[src/hdl/two_plane_pixel_framebuffer_core_defines.svh]
// Assertion macros shared by the framebuffer RTL.
`ifndef TWO_PLANE_PIXEL_FRAMEBUFFER_CORE_DEFINES_SVH
`define TWO_PLANE_PIXEL_FRAMEBUFFER_CORE_DEFINES_SVH

`ifndef NO_ASSERTIONS

// Same-cycle implication.
`define ASSERT_NOW(lbl, clk, rst, ante, cons) \
  lbl: assert property (@(posedge clk) disable iff (rst) (ante) |-> (cons)) \
    else $error("assertion failed");

// Next-cycle implication.
`define ASSERT_NEXT(lbl, clk, rst, ante, cons) \
  lbl: assert property (@(posedge clk) disable iff (rst) (ante) |=> (cons)) \
    else $error("assertion failed");

// Delayed implication, checked later than ASSERT_NEXT.
`define ASSERT_AFTER2(lbl, clk, rst, ante, cons) \
  lbl: assert property (@(posedge clk) disable iff (rst) (ante) |=> ##1 (cons)) \
    else $error("assertion failed");

`else

`define ASSERT_NOW(lbl, clk, rst, ante, cons)
`define ASSERT_NEXT(lbl, clk, rst, ante, cons)
`define ASSERT_AFTER2(lbl, clk, rst, ante, cons)

`endif

`endif

[src/hdl/tpf_pkg.sv]
// Shared constants, codes and types for the two-plane framebuffer.
`timescale 1ns / 1ps
`default_nettype none

package tpf_pkg;

  localparam int PANEL_WIDTH_DEF  = 400;
  localparam int PANEL_HEIGHT_DEF = 300;

  localparam int PLANE_W = 8;
  localparam int RAM_W   = 2 * PLANE_W;

  localparam logic [1:0] OP_PIXEL = 2'd0;
  localparam logic [1:0] OP_CLEAR = 2'd1;
  localparam logic [1:0] OP_READ  = 2'd2;

  localparam logic [1:0] COL_BLACK = 2'd1;
  localparam logic [1:0] COL_RED   = 2'd2;

  localparam logic PLANE_RED = 1'b1;

  typedef struct packed {
    logic                 hit;
    logic [PLANE_W-1:0]   mask;
  } pix_ctl_t;

  function automatic int plane_addr_w(input int bytes);
    return (bytes > 1) ? $clog2(bytes) : 1;
  endfunction

endpackage

`default_nettype wire

[src/hdl/tpf_ram.sv]
// Generic single-write, single-read synchronous RAM with registered read data.
`timescale 1ns / 1ps
`default_nettype none

module tpf_ram #(
  parameter int WIDTH = tpf_pkg::RAM_W,
  parameter int DEPTH = tpf_pkg::PANEL_HEIGHT_DEF,
  parameter int AW    = tpf_pkg::plane_addr_w(DEPTH)
) (
  input  logic             clk,
  input  logic             we,
  input  logic [AW-1:0]    waddr,
  input  logic [WIDTH-1:0] wdata,
  input  logic [AW-1:0]    raddr,
  output logic [WIDTH-1:0] rdata
);

  logic [WIDTH-1:0] mem [DEPTH];

  always_ff @(posedge clk) begin
    if (we) begin
      mem[waddr] <= wdata;
    end
    rdata <= mem[raddr];
  end

endmodule

`default_nettype wire

[config.mk]
export PLATFORM = sky130hd
export DESIGN_NAME = tpf_ram
export DESIGN_NICKNAME = d
export VERILOG_FILES = /design/src/hdl/two_plane_pixel_framebuffer_core_defines.svh /design/src/hdl/tpf_pkg.sv /design/src/hdl/tpf_ram.sv
export SDC_FILE = /design/constraint.sdc
export NUM_CORES = 2
export LEC_CHECK = 0
export BUFFER_PORTS_ARGS = -buffer_cell sky130_fd_sc_hd__buf_2
export CORE_MARGIN = 4
export CORE_UTILIZATION = 25
export CTS_CLUSTER_DIAMETER = 50
export DETAILED_ROUTE_END_ITERATION = 8
export PLACE_DENSITY_LB_ADDON = 0.1
export SETUP_SLACK_MARGIN = 0.15
export SYNTH_ARGS = -nofsm -noshare
export SYNTH_HDL_FRONTEND = slang
export SYNTH_MEMORY_MAX_BITS = 65536
export SYNTH_SLANG_ARGS = --single-unit
[constraint.sdc]
create_clock -name clk -period 3.8 [get_ports clk]
set_input_delay 0.38 -clock clk [delete_from_list [all_inputs] [get_ports clk]]
set_output_delay 0.38 -clock clk [all_outputs]
set_load 0.01 [all_outputs]
==> flow_summary.toml <==
[cells_and_area]
n_fill_cell = 71100
regArea_um2 = 144000
multiInputGateArea_um2 = 39200
drive_above_1_share = 0.358
area_delta_synth_final_pct = 23.4
nets = 9802

[logic_synthesis]
synthCells = 8380
netlist_area_um2 = 186000
async_flop_share = 0
synth_top_family_by_area = "multiplexers"
yosys_warnings = 0
synthSimpleGateAreaFrac = 0.0180
ys_ff_latch = 4816
ys_seq_area_frac = 0.777
synth_xor_area_frac = 0
synth_edf_count = 4800
synth-compound-area-share = 0.0264
synthMuxAreaShare = 0.161
synth_nets = 8416
synthAdderAreaFrac = 0
ys_types = 74
synth_ff_type = "edfxtp_1"
syn_area_per_cell_um2 = 22.2

[sta]
rsz0062_at_grt = "no"
fmax_mhz = 266
maxSlewHeadroom = -0.0324
post-route-min-period_ns = 3.76
finalHoldViolations = 0
report.final.slew_viol_count = 2
fin_setup_tns_ns = 0
min_period_over_period = 0.988
setup_ws_ns = 0.0442
setup_viol = 0
finalClockSkew_ns = 0.0805
worst_pin_slew_ns = 1.52

[setup_path]
reg2reg_slack_ns = 0.32
critPathLaunchType = "input pin"
slowest_stage = "o21ai_0"
crit_family = "buffers and inverters"
path_cells = "dlygate4sd3_1 -> buf_4 -> inv_4 -> buf_4 -> nor2_2 -> buf_4 -> a22oi_1 -> o211ai_1 -> o21ai_0 -> buf_4 -> a41oi_1 -> a221o_1 -> dlygate4sd3_1"
end_kind = "flip-flop"
slowest_delay_ns = 0.61
cp_data_required_time_ns = 4.80
arrival_ns = 4.76
critPathMostFrequentCell = "buf_4"
criticalPathCategory = "input pin to flip-flop"
cp_max_fo = 15
crit_buf_inv = 7

[power]
sw_frac_of_total = 0.231
switching_power_mw = 29.1
p_int_mw = 97.0
power_frac_comb = 0.057
seqPwrFrac = 0.465
p_leak_nw = 72.5
power-per-cell-area_nw_per_um2 = 550
max-vdd-ir-drop_mv = 0.461
clockPowerShare = 0.477

[floorplan]
pin_count = 52
dieWidth_um = 870
die_area_um2 = 757000
coreArea_um2 = 741000
die_h_um = 870
rows = 316
start_util = 0.251

[clock_network]
clkLatencyLatePin_ns = 1.12
cts_tree = "yes"
cts_root_buf = "clkbuf_16"
clockBufferDepth = 4
post-cts-setup-buffers = 0
clk_pin_slew_ns = 0.06
cts.sinks = 4816
cts_buffers = 630
htreeDepth = 6

[outcome]
status = "finished with violations"
violations = "max-capacitance violations, max-slew violations"

[detailed_routing]
top_layer_used = "met5"
num_vias = 96400
met2_wirelength_um = 349000
route.detailed.drc = 0
wl_met3_um = 36200
wl_met1_um = 313000
viasPerCell = 4.76
finalWirelength_um = 717000
drtPass1Iterations = 5
routedWlPerCell_um = 35.4
antenna_left = 0
drt-initial-drc-count = 10800

[grt]
overflow = 0
grt_pass1_vias = 98700
grt_max_degree = 128
grt_pass1_wl_um = 949000
antenna_found_initial = 105
grt_use_total = 0.184

[hold_path]
hold_path_class = "input pin to flip-flop"

[placement]
post-place-ws_ns = -0.741
portBuffers = 51
place.detailed.hpwl_um = 466000
gp_congestion = 0.799

[run]
cap_violations = 1
==> routing by layer <==
layer | track usage | vias to the layer above
met1 | 0.252 | 54000
met3 | 0.0261 | 801
li1 | - | 38700
met2 | 0.309 | 2971
met5 | 0 | -
met4 | 0.0442 | 10
==> sequential cells by signal (all words and copies together) (netlist names) <==
signal  flops
mem      4800
rdata      16
==> cell type report <==
class / count / share of cell area
multi-input cells: 3073 / 0.171
repair buffers: 1238 / 0.0516
clock inverters: 400 / 0.0207
clock buffers: 738 / 0.0712
inverters: 7 / 0.000213
diodes: 113 / 0.00123
flip-flops and latches: 4816 / 0.630
well taps: 9858 / 0.0538
==> cell usage in the layout (no fill, tap or decap), drive strengths merged, types with 16 or more instances in the layout <==
| master | netlist | final |
|---|---|---|
| edfxtp | 4800 | 4800 |
| buf | 302 | 1214 |
| mux4 | 1129 | 1129 |
| clkbuf | 182 | 738 |
| mux2i | 421 | 421 |
| nor2 | 387 | 387 |
| nand2 | 239 | 239 |
| clkinv | 2 | 223 |
| o221ai | 120 | 120 |
| diode | 0 | 113 |
| o22ai | 111 | 111 |
| a21oi | 110 | 110 |
| o21ai | 100 | 100 |
| bufinv | 0 | 73 |
| inv | 5 | 66 |
| a22oi | 53 | 53 |
| nand3 | 50 | 50 |
| clkinvlp | 0 | 45 |
| a221oi | 33 | 33 |
| nor3 | 32 | 32 |
| a31oi | 26 | 26 |
| mux2 | 25 | 25 |
| dlygate4sd3 | 0 | 24 |
| o211ai | 23 | 23 |
| a211oi | 20 | 20 |
| nor2b | 17 | 17 |
| o311ai | 17 | 17 |
| dfxtp | 16 | 16 |
==> worst register-to-register path, stage by stage (launching register included) <==
cell	delay (ns)
edfxtp_1	0.33
mux2i_1	0.07
buf_4	0.13
a22oi_1	0.59
a22oi_1	0.13
o211ai_1	0.41
o21ai_0	0.35
buf_4	0.27
a41oi_1	0.40
a221o_1	0.18
dlygate4sd3_1	0.55
==> logic make-up after synthesis <==
| group | Yosys count |
|---|---|
| flops | 4816 |
| mux | 1575 |
| simple gates | 798 |
| compound gates | 700 |
| buf+inv | 491 |
==> power groups by stage <==
stage / Combinational, mW / Sequential [mW] / Clock (mW)
after floorplan: 2.89 / 59.7 / 0
after global placement: 7.29 / 59.8 / 0
after detailed placement: 7.36 / 59.8 / 0
after CTS: 7.41 / 58.7 / 61.7
after global routing: 7.54 / 58.7 / 64.0
final: 7.22 / 58.7 / 60.2
==> path summary, 6_finish.rpt <==
kind                      from         end  cells past startpoint
setup / recovery      raddr[6]    rdata[9]                     13
hold / removal        waddr[7]  mem[88][5]                      5
setup reg to reg   mem[163][9]    rdata[9]                     10
hold reg to reg   mem[299][10]   rdata[10]                      5
==> per-stage QoR <==
step	hold WS (ns)	util	cells	total power, mW	instance area [µm²]
finish	0.134	0.310	20200	126	229000
global route	0.106	0.309	20200	130	229000
CTS	0.0114	0.309	20100	128	229000
floorplan	0.479	-	8380	62.6	186000
detailed placement	0.860	0.280	19000	67.2	208000
global placement	0.856	0.280	19000	67.1	207000
==> cell usage after synthesis (26+ instances only) <==
| cell type | count | area (µm²) |
|---|---|---|
| a31oi_1 | 26 | 163 |
| mux4_2 | 1125 | 25300 |
| o21ai_0 | 92 | 460 |
| buf_2 | 111 | 556 |
| mux2i_1 | 421 | 4210 |
| o22ai_1 | 111 | 694 |
| nor3_1 | 31 | 155 |
| nand2_1 | 239 | 897 |
| a221oi_1 | 31 | 272 |
| nand3_1 | 50 | 250 |
| edfxtp_1 | 4800 | 144000 |
| buf_4 | 57 | 428 |
| buf_6 | 84 | 946 |
| clkbuf_1 | 182 | 683 |
| a22oi_1 | 53 | 398 |
| o221ai_1 | 120 | 1050 |
| a21oi_1 | 110 | 551 |
| nor2_1 | 387 | 1450 |
==> repair_timing <==
item / 4_1_cts / 5_1_grt
hold endpoints to repair: 1151 / 0
gates resized for setup: 0 / 1
setup endpoints to repair: 0 / 1
hold buffers: 24 / 0
(Power assumes the default switching activity.)
