**config.mk**
```make
export PLATFORM = sky130hd
export DESIGN_NAME = tpf_pix
export DESIGN_NICKNAME = d
export VERILOG_FILES = /design/src/hdl/two_plane_pixel_framebuffer_core_defines.svh /design/src/hdl/tpf_pkg.sv /design/src/hdl/tpf_pix.sv
export SDC_FILE = /design/constraint.sdc
export NUM_CORES = 1
export LEC_CHECK = 0
export ABC_AREA = 1
export BUFFER_PORTS_ARGS = -buffer_cell sky130_fd_sc_hd__buf_2
export CORE_MARGIN = 4
export CORE_UTILIZATION = 37
export CTS_CLUSTER_SIZE = 10
export DETAILED_ROUTE_END_ITERATION = 10
export GPL_ROUTABILITY_DRIVEN = 0
export GPL_TIMING_DRIVEN = 1
export HOLD_SLACK_MARGIN = 0.05
export PLACE_DENSITY = 0.61
export SLEW_MARGIN = 30
export SYNTH_ARGS = -nofsm -noshare
export SYNTH_HDL_FRONTEND = slang
export SYNTH_SLANG_ARGS = --single-unit
```
**constraint.sdc**
```tcl
create_clock -name clk -period 6 [get_ports clk]
set_input_delay 0.6 -clock clk [delete_from_list [all_inputs] [get_ports clk]]
set_output_delay 0.6 -clock clk [all_outputs]
set_load 0.02 [all_outputs]
```
**src/hdl/two_plane_pixel_framebuffer_core_defines.svh**
```systemverilog
// Assertion macros shared by the framebuffer RTL.
`ifndef TWO_PLANE_PIXEL_FRAMEBUFFER_CORE_DEFINES_SVH
`define TWO_PLANE_PIXEL_FRAMEBUFFER_CORE_DEFINES_SVH

`ifndef NO_ASSERTIONS

// Same-cycle implication.
`define ASSERT_NOW(lbl, clk, rst, ante, cons) \
  lbl: assert property (@(posedge clk) disable iff (rst) (ante) |-> (cons)) \
    else $error("assertion failed");

// Next-cycle implication.
`define ASSERT_NEXT(lbl, clk, rst, ante, cons) \
  lbl: assert property (@(posedge clk) disable iff (rst) (ante) |=> (cons)) \
    else $error("assertion failed");

// Delayed implication, checked later than ASSERT_NEXT.
`define ASSERT_AFTER2(lbl, clk, rst, ante, cons) \
  lbl: assert property (@(posedge clk) disable iff (rst) (ante) |=> ##1 (cons)) \
    else $error("assertion failed");

`else

`define ASSERT_NOW(lbl, clk, rst, ante, cons)
`define ASSERT_NEXT(lbl, clk, rst, ante, cons)
`define ASSERT_AFTER2(lbl, clk, rst, ante, cons)

`endif

`endif

```
**src/hdl/tpf_pkg.sv**
```systemverilog
// Shared constants, codes and types for the two-plane framebuffer.
`timescale 1ns / 1ps
`default_nettype none

package tpf_pkg;

  localparam int PANEL_WIDTH_DEF  = 400;
  localparam int PANEL_HEIGHT_DEF = 300;

  localparam int PLANE_W = 8;
  localparam int RAM_W   = 2 * PLANE_W;

  localparam logic [1:0] OP_PIXEL = 2'd0;
  localparam logic [1:0] OP_CLEAR = 2'd1;
  localparam logic [1:0] OP_READ  = 2'd2;

  localparam logic [1:0] COL_BLACK = 2'd1;
  localparam logic [1:0] COL_RED   = 2'd2;

  localparam logic PLANE_RED = 1'b1;

  typedef struct packed {
    logic                 hit;
    logic [PLANE_W-1:0]   mask;
  } pix_ctl_t;

  function automatic int plane_addr_w(input int bytes);
    return (bytes > 1) ? $clog2(bytes) : 1;
  endfunction

endpackage

`default_nettype wire

```
**src/hdl/tpf_pix.sv**
```systemverilog
// Pixel coordinate check, portrait rotation and byte address / bit mask generation.
`timescale 1ns / 1ps
`default_nettype none

module tpf_pix #(
  parameter int PANEL_WIDTH  = tpf_pkg::PANEL_WIDTH_DEF,
  parameter int PANEL_HEIGHT = tpf_pkg::PANEL_HEIGHT_DEF,
  parameter int ADDR_W       = tpf_pkg::plane_addr_w(((PANEL_WIDTH + 7) / 8) * PANEL_HEIGHT)
) (
  input  logic                clk,
  input  logic                load,
  input  logic                portrait,
  input  logic signed [15:0]  pos_x,
  input  logic signed [15:0]  pos_y,
  output tpf_pkg::pix_ctl_t   ctl,
  output logic [ADDR_W-1:0]   idx
);

  import tpf_pkg::*;

  localparam int ROW_BYTES = (PANEL_WIDTH + 7) / 8;
  localparam int PX_W      = $clog2(PANEL_WIDTH);
  localparam int PY_W      = (PANEL_HEIGHT > 1) ? $clog2(PANEL_HEIGHT) : 1;

  logic [11:0]     vw;
  logic [11:0]     vh;
  logic            x_ok;
  logic            y_ok;
  logic            hit;
  logic            hit_next;
  logic [PX_W-1:0] px;
  logic [PX_W-1:0] px_next;
  logic [PY_W-1:0] py;
  logic [PY_W-1:0] py_next;

  always_comb begin
    vw = portrait ? 12'(PANEL_HEIGHT) : 12'(PANEL_WIDTH);
    vh = portrait ? 12'(PANEL_WIDTH)  : 12'(PANEL_HEIGHT);
    x_ok = !pos_x[15] && (pos_x[14:0] < {3'b000, vw});
    y_ok = !pos_y[15] && (pos_y[14:0] < {3'b000, vh});
    hit_next = x_ok && y_ok;
    if (portrait) begin
      px_next = pos_y[PX_W-1:0];
      py_next = PY_W'(PANEL_HEIGHT - 1) - pos_x[PY_W-1:0];
    end else begin
      px_next = pos_x[PX_W-1:0];
      py_next = pos_y[PY_W-1:0];
    end
  end

  always_ff @(posedge clk) begin
    if (load) begin
      px  <= px_next;
      py  <= py_next;
      hit <= hit_next;
    end
  end

  assign ctl.hit  = hit;
  assign ctl.mask = 8'h80 >> px[2:0];
  assign idx      = ADDR_W'(32'(px >> 3) + 32'(py) * 32'(ROW_BYTES));

endmodule

`default_nettype wire

```
==> flow_summary.toml, run 1 <==
[cells_and_area]
nets = 441
num_antenna_cells = 0
seqCellArea_sq_um = 571
drive_above_1_share_pct = 21.0
area_growth_pct = 17.0
mostFrequentLayoutCell = "nand2_1"
final_cell_mix = "nand2_1 (77), buf_2 (57), inv_1 (45)"
multi_input_area_sq_um = 1550
nFillCells = 608
final_design_area_no_fill_sq_um = 2730

[clocking]
cts_tree = "done"
cts_hold_buf = 0
clk_pin_slew_worst_paths_ns = 0.07
cts_setup_buffers = 0
htreeDepth = 1
ctsResizeCount = 0
root_buffer = "clkbuf_8"
cts_buffer_depth = 2
cts_buffers = 3
cts_num_sinks = 19

[worst_hold_path]
hold_path_class = "primary input to flip-flop"
holdPathStages = 3
min_to = "px[1]"
min_from = "pos_x[1]"

[logic_synthesis]
synth_cell_types = 32
synth_cells = 301
yosysWarnings = 0
yosys.area.top_type = "edfxtp_1"
ys_seq_area_share_pct = 24.5
avgSynthCellArea_sq_um = 7.74
ys_ff_latch = 19
synth_area_leaders = "edfxtp_1 (24%), ha_1 (23%), nand2_1 (12%), inv_1 (7.2%), fa_1 (4.3%)"
synth_fp_nets = 384
synth_top_area_share_pct = 24.5
synth_area_sq_um = 2330

[die]
num_rows = 28
io_pins = 58
dieWidth_um = 87.4
core_area_sq_um = 6030
initial_core_util_pct = 38.7
dieArea_sq_um = 7630
die_h_um = 87.4

[job]
cap_viol_max_count = 0

[timing]
period_needed_ns = 3.82
finalSetupTns_ns = 0
slew_headroom_pct = 65.7
hold_viol_final = 0
drv_slew = 0
clock.fmax_ghz = 0.262
worstMarginPinSlew_ns = 0.512
rsz0062_at_grt = "no"
fin_crit_sh_pct = 63.6
setup-violations-final = 0

[setup_path]
worst_setup_path_start_kind = "flip-flop"
crit_required_ns = 5.40
cp_slowest_cell = "fa_1"
crit_buf_inv = 4
worstSetupEndpointType = "primary output"
setup.worst_path.class = "flip-flop to primary output"
cp-startpoint = "py[3]"
critPathMaxFanout = 5
crit_chain = "ha_1 > ha_1 > inv_1 > fa_1 > inv_1 > ha_1 > a21oi_1 > nand2_1 > nand2_1 > nand3_1 > nand2_2 > nand2_2 > inv_1 > nand3_1 > nand2_1 > buf_2"
cp.arrival_ns = 3.22
cpLargestDelayFamily = "adder cells"
max_stage_delay_ns = 0.50

[outcome]
run_status = "finished clean"

[route]
antenna_left = 0
wl_per_cell_um = 10.3
drc_errors = 0
drt-total-wl_um = 4430
drt_iter0_drc = 41
routed_via_density = 4.69
dr_total_vias = 2027
dr.pass1.iters = 4

[global_route]
grt_pass1_wl_um = 7890
antenna_found_initial = 0
track_usage_pct = 12.5
gr-total-overflow = 0
grt_pass1_vias = 1933
grt_max_degree = 26

[place]
dpl-instance-area_sq_um = 2680
io_buffers = 57
dp_hpwl_um = 3920

[power_and_ir_drop]
p_per_area_nw_per_um2 = 333
power_uw = 910
leakagePower_nw = 1.48
peakVddDrop_mv = 0.265
[stage by stage]
step / instances / setup WS (ns) / util [%] / hold WS, ns
2_1_floorplan: 301 / 2.59 / - / 0.712
3_3_place_gp: 428 / 2.50 / 44.5 / 0.883
3_5_place_dp: 428 / 2.43 / 44.5 / 0.888
4_1_cts: 432 / 2.14 / 45.3 / 0.621
5_1_grt: 432 / 1.94 / 45.3 / 0.622
6_report: 432 / 2.18 / 45.3 / 0.624
[sequential cells by signal, summed over array words and instances (netlist names)]
name / flops
py: 9
px: 9
hit: 1
[area by class of cell]
cell class	instances	area share, %
multi-input cells	230	57.0
flip-flops and latches	19	20.9
repair buffers	57	10.5
inverters	47	6.51
well taps	75	3.44
clock buffers	3	1.51
clock inverters	1	0.183
[cell usage after synthesis]
library cell	n
a21boi_0	1
ha_1	43
clkinv_1	1
nand2_1	77
nand3_2	2
a21o_1	1
o21bai_2	1
inv_1	45
a21oi_1	13
o21a_1	2
nor3b_1	1
nor3_1	8
xnor2_1	3
or2_2	1
clkinv_2	1
buf_4	2
nor4_1	1
o22ai_1	1
a22o_1	1
edfxtp_1	19
fa_1	5
buf_2	2
nand4_1	4
nor2_4	2
nor2_1	18
nand2_2	6
buf_1	1
a31oi_1	1
nand3_4	1
o21ai_0	12
nand3_1	15
xor2_1	10
[report_power, final]
group | switching, mW | internal [mW]
Sequential | 0.00996 | 0.161
Combinational | 0.414 | 0.238
Clock | 0.0405 | 0.0461
Total | 0.464 | 0.445
[worst max path at each step]
stage | to | slack [ns] | cells after the start
finish | idx[13] | 2.18 | 16
global route | idx[13] | 1.94 | 16
CTS | idx[13] | 2.14 | 16
detailed placement | idx[13] | 2.43 | 16
global placement | idx[13] | 2.50 | 17
floorplan | idx[11] | 2.59 | 11
[cell families after synthesis]
kind of cell / share of synthesized area [%]
fa+ha+maj: 27.4
xor+xnor: 4.88
simple gates: 26.4
buf+inv: 8.86
compound gates: 8.05
flops: 24.5
[layer usage]
metal  up-vias  track usage (%)  share of wire (%)
met1       871             16.9                 49
li1       1107                -                  -
met2        44             21.0                 45
met5         -                0                  0
met4         0             3.35                1.2
met3         5             1.61                5.3
Note: power is estimated with default switching activity, not from simulation.
==> run 2, diff against run 1 <==
--- a/config.mk
+++ b/config.mk
@@ -14,7 +14,7 @@
 export GPL_ROUTABILITY_DRIVEN = 0
 export GPL_TIMING_DRIVEN = 1
 export HOLD_SLACK_MARGIN = 0.05
-export PLACE_DENSITY = 0.61
+export PLACE_DENSITY = 0.63
 export SLEW_MARGIN = 30
 export SYNTH_ARGS = -nofsm -noshare
 export SYNTH_HDL_FRONTEND = slang
==> constraint.sdc (replaced) <==
create_clock -name clk -period 3.5 [get_ports clk]
set_input_delay 0.35 -clock clk [delete_from_list [all_inputs] [get_ports clk]]
set_output_delay 0.35 -clock clk [all_outputs]
set_load 0.02 [all_outputs]
==> run 2 against run 1 <==
Effect of this change: design area rose by 6.7%; count of clock-buffer cells in the layout stayed put; sequential share of layout area is 1.3 points lower; global-route usage increased by 0.38 points; worst hold slack worse by 0.25 ns; critical endpoint is now idx[12]; largest power group unchanged; highest routed layer unchanged.
==> flow_summary.toml, run 2 (synthesis gave the netlist of run 1 again) <==
[outcome]
run_status = "finished clean"

[timing]
period_needed_ns = 3.44
worstMarginPinSlew_ns = 0.521
clock.fmax_ghz = 0.291
finalSetupTns_ns = 0
hold_viol_final = 0
slew_headroom_pct = 65.0
rsz0062_at_grt = "yes"
fin_ws_ns = 0.0643
setup-violations-final = 0
drv_slew = 0
fin_crit_sh_pct = 98.2

[place]
place_ws_ns = 0.156
dp_hpwl_um = 3930
io_buffers = 57

[worst_hold_path]
hold_path_class = "primary input to flip-flop"
holdPathStages = 3
min_from = "pos_x[0]"
min_to = "px[0]"

[route]
wl_per_cell_um = 11.0
antenna_left = 0
drt-total-wl_um = 4820
drc_errors = 0
drt_iter0_drc = 32
dr_total_vias = 2099
routed_via_density = 4.78
dr.pass1.iters = 4

[power_and_ir_drop]
power_mw = 1.77
peakVddDrop_mv = 0.510
p_per_area_nw_per_um2 = 608
leakagePower_nw = 1.53

[cells_and_area]
area_growth_pct = 24.9
num_antenna_cells = 0
mostFrequentLayoutCell = "nand2_1"
multi_input_area_sq_um = 1670
utilization_pct = 48.3
nets = 448
seqCellArea_sq_um = 571
nFillCells = 612
reg_top3 = "px x9, py x9, hit x1"
drive_above_1_share_pct = 27.5
final_cell_mix = "nand2_1 (72), buf_2 (53), inv_1 (44)"

[die]
dieWidth_um = 87.4
io_pins = 58
die_h_um = 87.4
num_rows = 28
initial_core_util_pct = 38.7
core_area_sq_um = 6030
dieArea_sq_um = 7630

[setup_path]
cp.arrival_ns = 3.09
worst_setup_path_start_kind = "flip-flop"
path_common_cell = "nand2_1"
worstSetupEndpointType = "primary output"
max_stage_delay_ns = 0.49
critPathMaxFanout = 5
setup.worst_path.class = "flip-flop to primary output"
crit_required_ns = 3.15
crit_chain = "ha_1 > ha_1 > inv_1 > fa_1 > inv_2 > ha_4 > nand2_2 > nor2_1 > nand2_1 > nand3_1 > nand2_1 > nand2_2 > buf_4 > nand3_2 > nand2_1 > nand2_1 > buf_4"
cp_slowest_cell = "fa_1"

[clocking]
root_buffer = "clkbuf_8"
cts_buffer_depth = 2
htreeDepth = 1
cts_num_sinks = 19
clk_pin_slew_worst_paths_ns = 0.07
cts_buffers = 3
cts_tree = "done"

[global_route]
antenna_found_initial = 0
grt_max_degree = 26
gr-total-overflow = 0
track_usage_pct = 12.9
grt_pass1_wl_um = 8140
grt_pass1_vias = 1922

[job]
cap_viol_max_count = 0
[run 2: cell count changes in the layout (fill, tap and decap cells not counted), moves of 4 or more]
cell     previous run  this run
nand3_2             2         6
nand2_2             6        10
buf_2              57        53
buf_4               0        10
nand2_1            77        72
ha_1               43        39
nand3_1            15        10
ha_4                0         4
[run 2: critical path, delay by kind of cell (launching register included)]
family	cells	cell delay, ns
buf+inv	4	0.38
simple gates	9	0.61
flops	1	0.44
fa+ha+maj	4	1.42
[run 2: what timing repair did]
item,4_1_cts,5_1_grt
setup endpoints to repair,4,5
setup buffers,3,4
hold buffers,0,0
pin swaps,1,21
gates cloned,0,0
gates resized for setup,6,20
[run 2: cell type report]
class	count	area share [%]
clock buffers	3	1.42
clock inverters	1	0.172
inverters	47	6.10
multi-input cells	230	57.4
flip-flops and latches	19	19.6
well taps	75	3.22
repair buffers	64	12.1
[run 2: where the power goes]
group	total [mW]	internal [mW]	switching [mW]	leakage, nW
sequential	0.293	0.277	0.0165	0.185
clock	0.146	0.0789	0.0668	0.0255
combinational	1.33	0.535	0.794	1.32
total	1.77	0.891	0.878	1.53
[run 2: worst max-delay path by stage]
| stage | from | endpoint | slack, ns | cells past startpoint |
|---|---|---|---|---|
| 2_1_floorplan | py[2] | idx[11] | 0.34 | 11 |
| 3_3_place_gp | py[3] | idx[13] | 0.21 | 16 |
| 3_5_place_dp | py[3] | idx[13] | 0.16 | 16 |
| 4_1_cts | py[4] | idx[13] | 0.01 | 16 |
| 5_1_grt | py[3] | idx[12] | -0.13 | 16 |
| 6_report | py[3] | idx[12] | 0.06 | 17 |
[run 2: per-layer routing]
layer	wire length, um	part of all wire, %	GRT usage [%]	vias up
li1	-	-	-	1120
met1	2150	45	16.9	918
met2	2370	49	22.6	57
met3	272	5.6	1.51	4
met4	29	0.60	2.93	0
met5	0	0	0	-
[run 2: through the flow]
stage          instances  hold WS, ns  cell area (sq um)
2_1_floorplan        301        0.462               2330
3_3_place_gp         428        0.634               2680
3_5_place_dp         428        0.635               2680
4_1_cts              435        0.370               2800
5_1_grt              439        0.405               2910
6_report             439        0.379               2910
==> run 3, diff against run 2 <==
--- a/config.mk
+++ b/config.mk
@@ -14,7 +14,7 @@
 export GPL_ROUTABILITY_DRIVEN = 0
 export GPL_TIMING_DRIVEN = 1
 export HOLD_SLACK_MARGIN = 0.05
-export PLACE_DENSITY = 0.63
+export PLACE_DENSITY = 0.64
 export SLEW_MARGIN = 30
 export SYNTH_ARGS = -nofsm -noshare
 export SYNTH_HDL_FRONTEND = slang
==> run 3 against run 2 <==
Effect of this change: via count up 0.14%; critical endpoint is now idx[13]; design area up 0.22%; combinational power up 5%; flip-flop and latch count unchanged; fmax down 1.8%; sequential share of layout area about the same; sequential power about the same; critical path depth down 1; power up 3.2%; worst hold slack worse by 0.0015 ns; wire length about the same; count of clock-buffer cells in the layout up 1.
==> flow_summary.toml, run 3 (synthesis gave the netlist of run 1 again) <==
[setup_path]
max_stage_delay_ns = 0.48
cp.arrival_ns = 3.15
path_common_cell = "nand2_1"
cp_slowest_cell = "fa_1"
worst_setup_path_start_kind = "flip-flop"
crit_required_ns = 3.15
cp-startpoint = "py[3]"
crit_chain = "ha_1 > ha_1 > inv_2 > fa_1 > inv_2 > ha_4 > a21oi_2 > nand2_2 > buf_4 > nand2_1 > nand2_1 > nand2_1 > nand2_1 > o21bai_4 > nand2_2 > buf_6"
setup.worst_path.class = "flip-flop to primary output"
critPathMaxFanout = 5
worstSetupEndpointType = "primary output"

[clocking]
cts_buffer_depth = 2
cts_tree = "done"
htreeDepth = 1
clk_pin_slew_worst_paths_ns = 0.07
cts_num_sinks = 19
root_buffer = "clkbuf_8"
cts_buffers = 3

[power_and_ir_drop]
peakVddDrop_mv = 0.549
p_per_area_nw_per_um2 = 626
power_mw = 1.82
leakagePower_nw = 1.54

[cells_and_area]
drive_above_1_share_pct = 27.2
nets = 451
instances_no_fill = 442
mostFrequentLayoutCell = "nand2_1"
final_cell_mix = "nand2_1 (72), buf_2 (53), inv_1 (42)"
area_growth_pct = 25.1
nFillCells = 603
num_antenna_cells = 0
reg_top3 = "px x9, py x9, hit x1"

[die]
dieWidth_um = 87.4
initial_core_util_pct = 38.7
die_h_um = 87.4
dieArea_sq_um = 7630
num_rows = 28
io_pins = 58
core_area_sq_um = 6030

[timing]
worstMarginPinSlew_ns = 0.547
setup-violations-final = 0
period_needed_ns = 3.50
slew_headroom_pct = 63.3
whs_ns = 0.377
finalSetupTns_ns = 0
clock.fmax_ghz = 0.286
hold_viol_final = 0
fin_crit_sh_pct = 99.9
rsz0062_at_grt = "yes"
drv_slew = 0

[global_route]
grt_pass1_wl_um = 8150
grt_pass1_vias = 1992
gr-total-overflow = 0
antenna_found_initial = 0
grt_max_degree = 26
track_usage_pct = 12.8

[route]
dr.pass1.iters = 4
drt_iter0_drc = 51
wl_per_cell_um = 10.9
routed_via_density = 4.76
dr_total_vias = 2102
drt-total-wl_um = 4820
antenna_left = 0
drc_errors = 0

[place]
place_inst = 428
dp_hpwl_um = 4000
io_buffers = 57

[outcome]
run_status = "finished clean"

[job]
cap_viol_max_count = 0

[worst_hold_path]
min_from = "pos_x[1]"
hold_path_class = "primary input to flip-flop"
==> run 3: path summary, 6_finish.rpt <==
path | to | slack [ns] | cells after the start
worst max-delay path | idx[13] | 0.002 | 16
worst min-delay path | px[1] | 0.38 | 3
==> run 3: metal layers <==
| layer | track usage [%] | vias up | part of all wire (%) |
|---|---|---|---|
| li1 | - | 1121 | - |
| met1 | 16.3 | 927 | 45 |
| met2 | 23.5 | 50 | 49 |
| met3 | 0.851 | 4 | 5.2 |
| met4 | 2.93 | 0 | 0.73 |
| met5 | 0 | - | 0 |
==> run 3: cell type report <==
class,count,area (sq um),area share (%)
multi-input combinational,230,1650,56.5
sequential,19,571,19.6
timing repair buffer,67,382,13.1
inverter,47,178,6.09
tap,75,93.8,3.22
clock buffer,4,45.0,1.54
==> run 3: worst max-delay path, delay by kind of cell, from the launching register on <==
kind,cells,cell delay (ns)
buffers and inverters,4,0.33
DFF,1,0.44
adders and majority gates,4,1.34
AOI/OAI and AO/OA,2,0.36
and+or+nand+nor,6,0.43
==> run 3: repair_timing <==
item                                    in CTS  in global routing
pin swaps                                    2                 19
hold endpoints to repair                     0                  0
setup buffers                                4                  6
hold buffers                                 0                  0
gates resized for setup                      6                 21
endpoints found under the setup margin       4                  5
==> run 3: power breakdown <==
part           total (mW)  internal [mW]  switching [mW]
clock               0.146         0.0807          0.0649
combinational        1.39          0.570           0.815
sequential          0.293          0.277          0.0167
total                1.82          0.927           0.897
==> run 3: stage by stage <==
stage	utilization [%]	area (sq um)	worst slack, ns
floorplan	-	2330	0.337
global placement	44.5	2680	0.207
detailed placement	44.5	2680	0.160
CTS	46.5	2800	0.00602
global route	48.4	2920	-0.203
finish	48.4	2920	0.00236
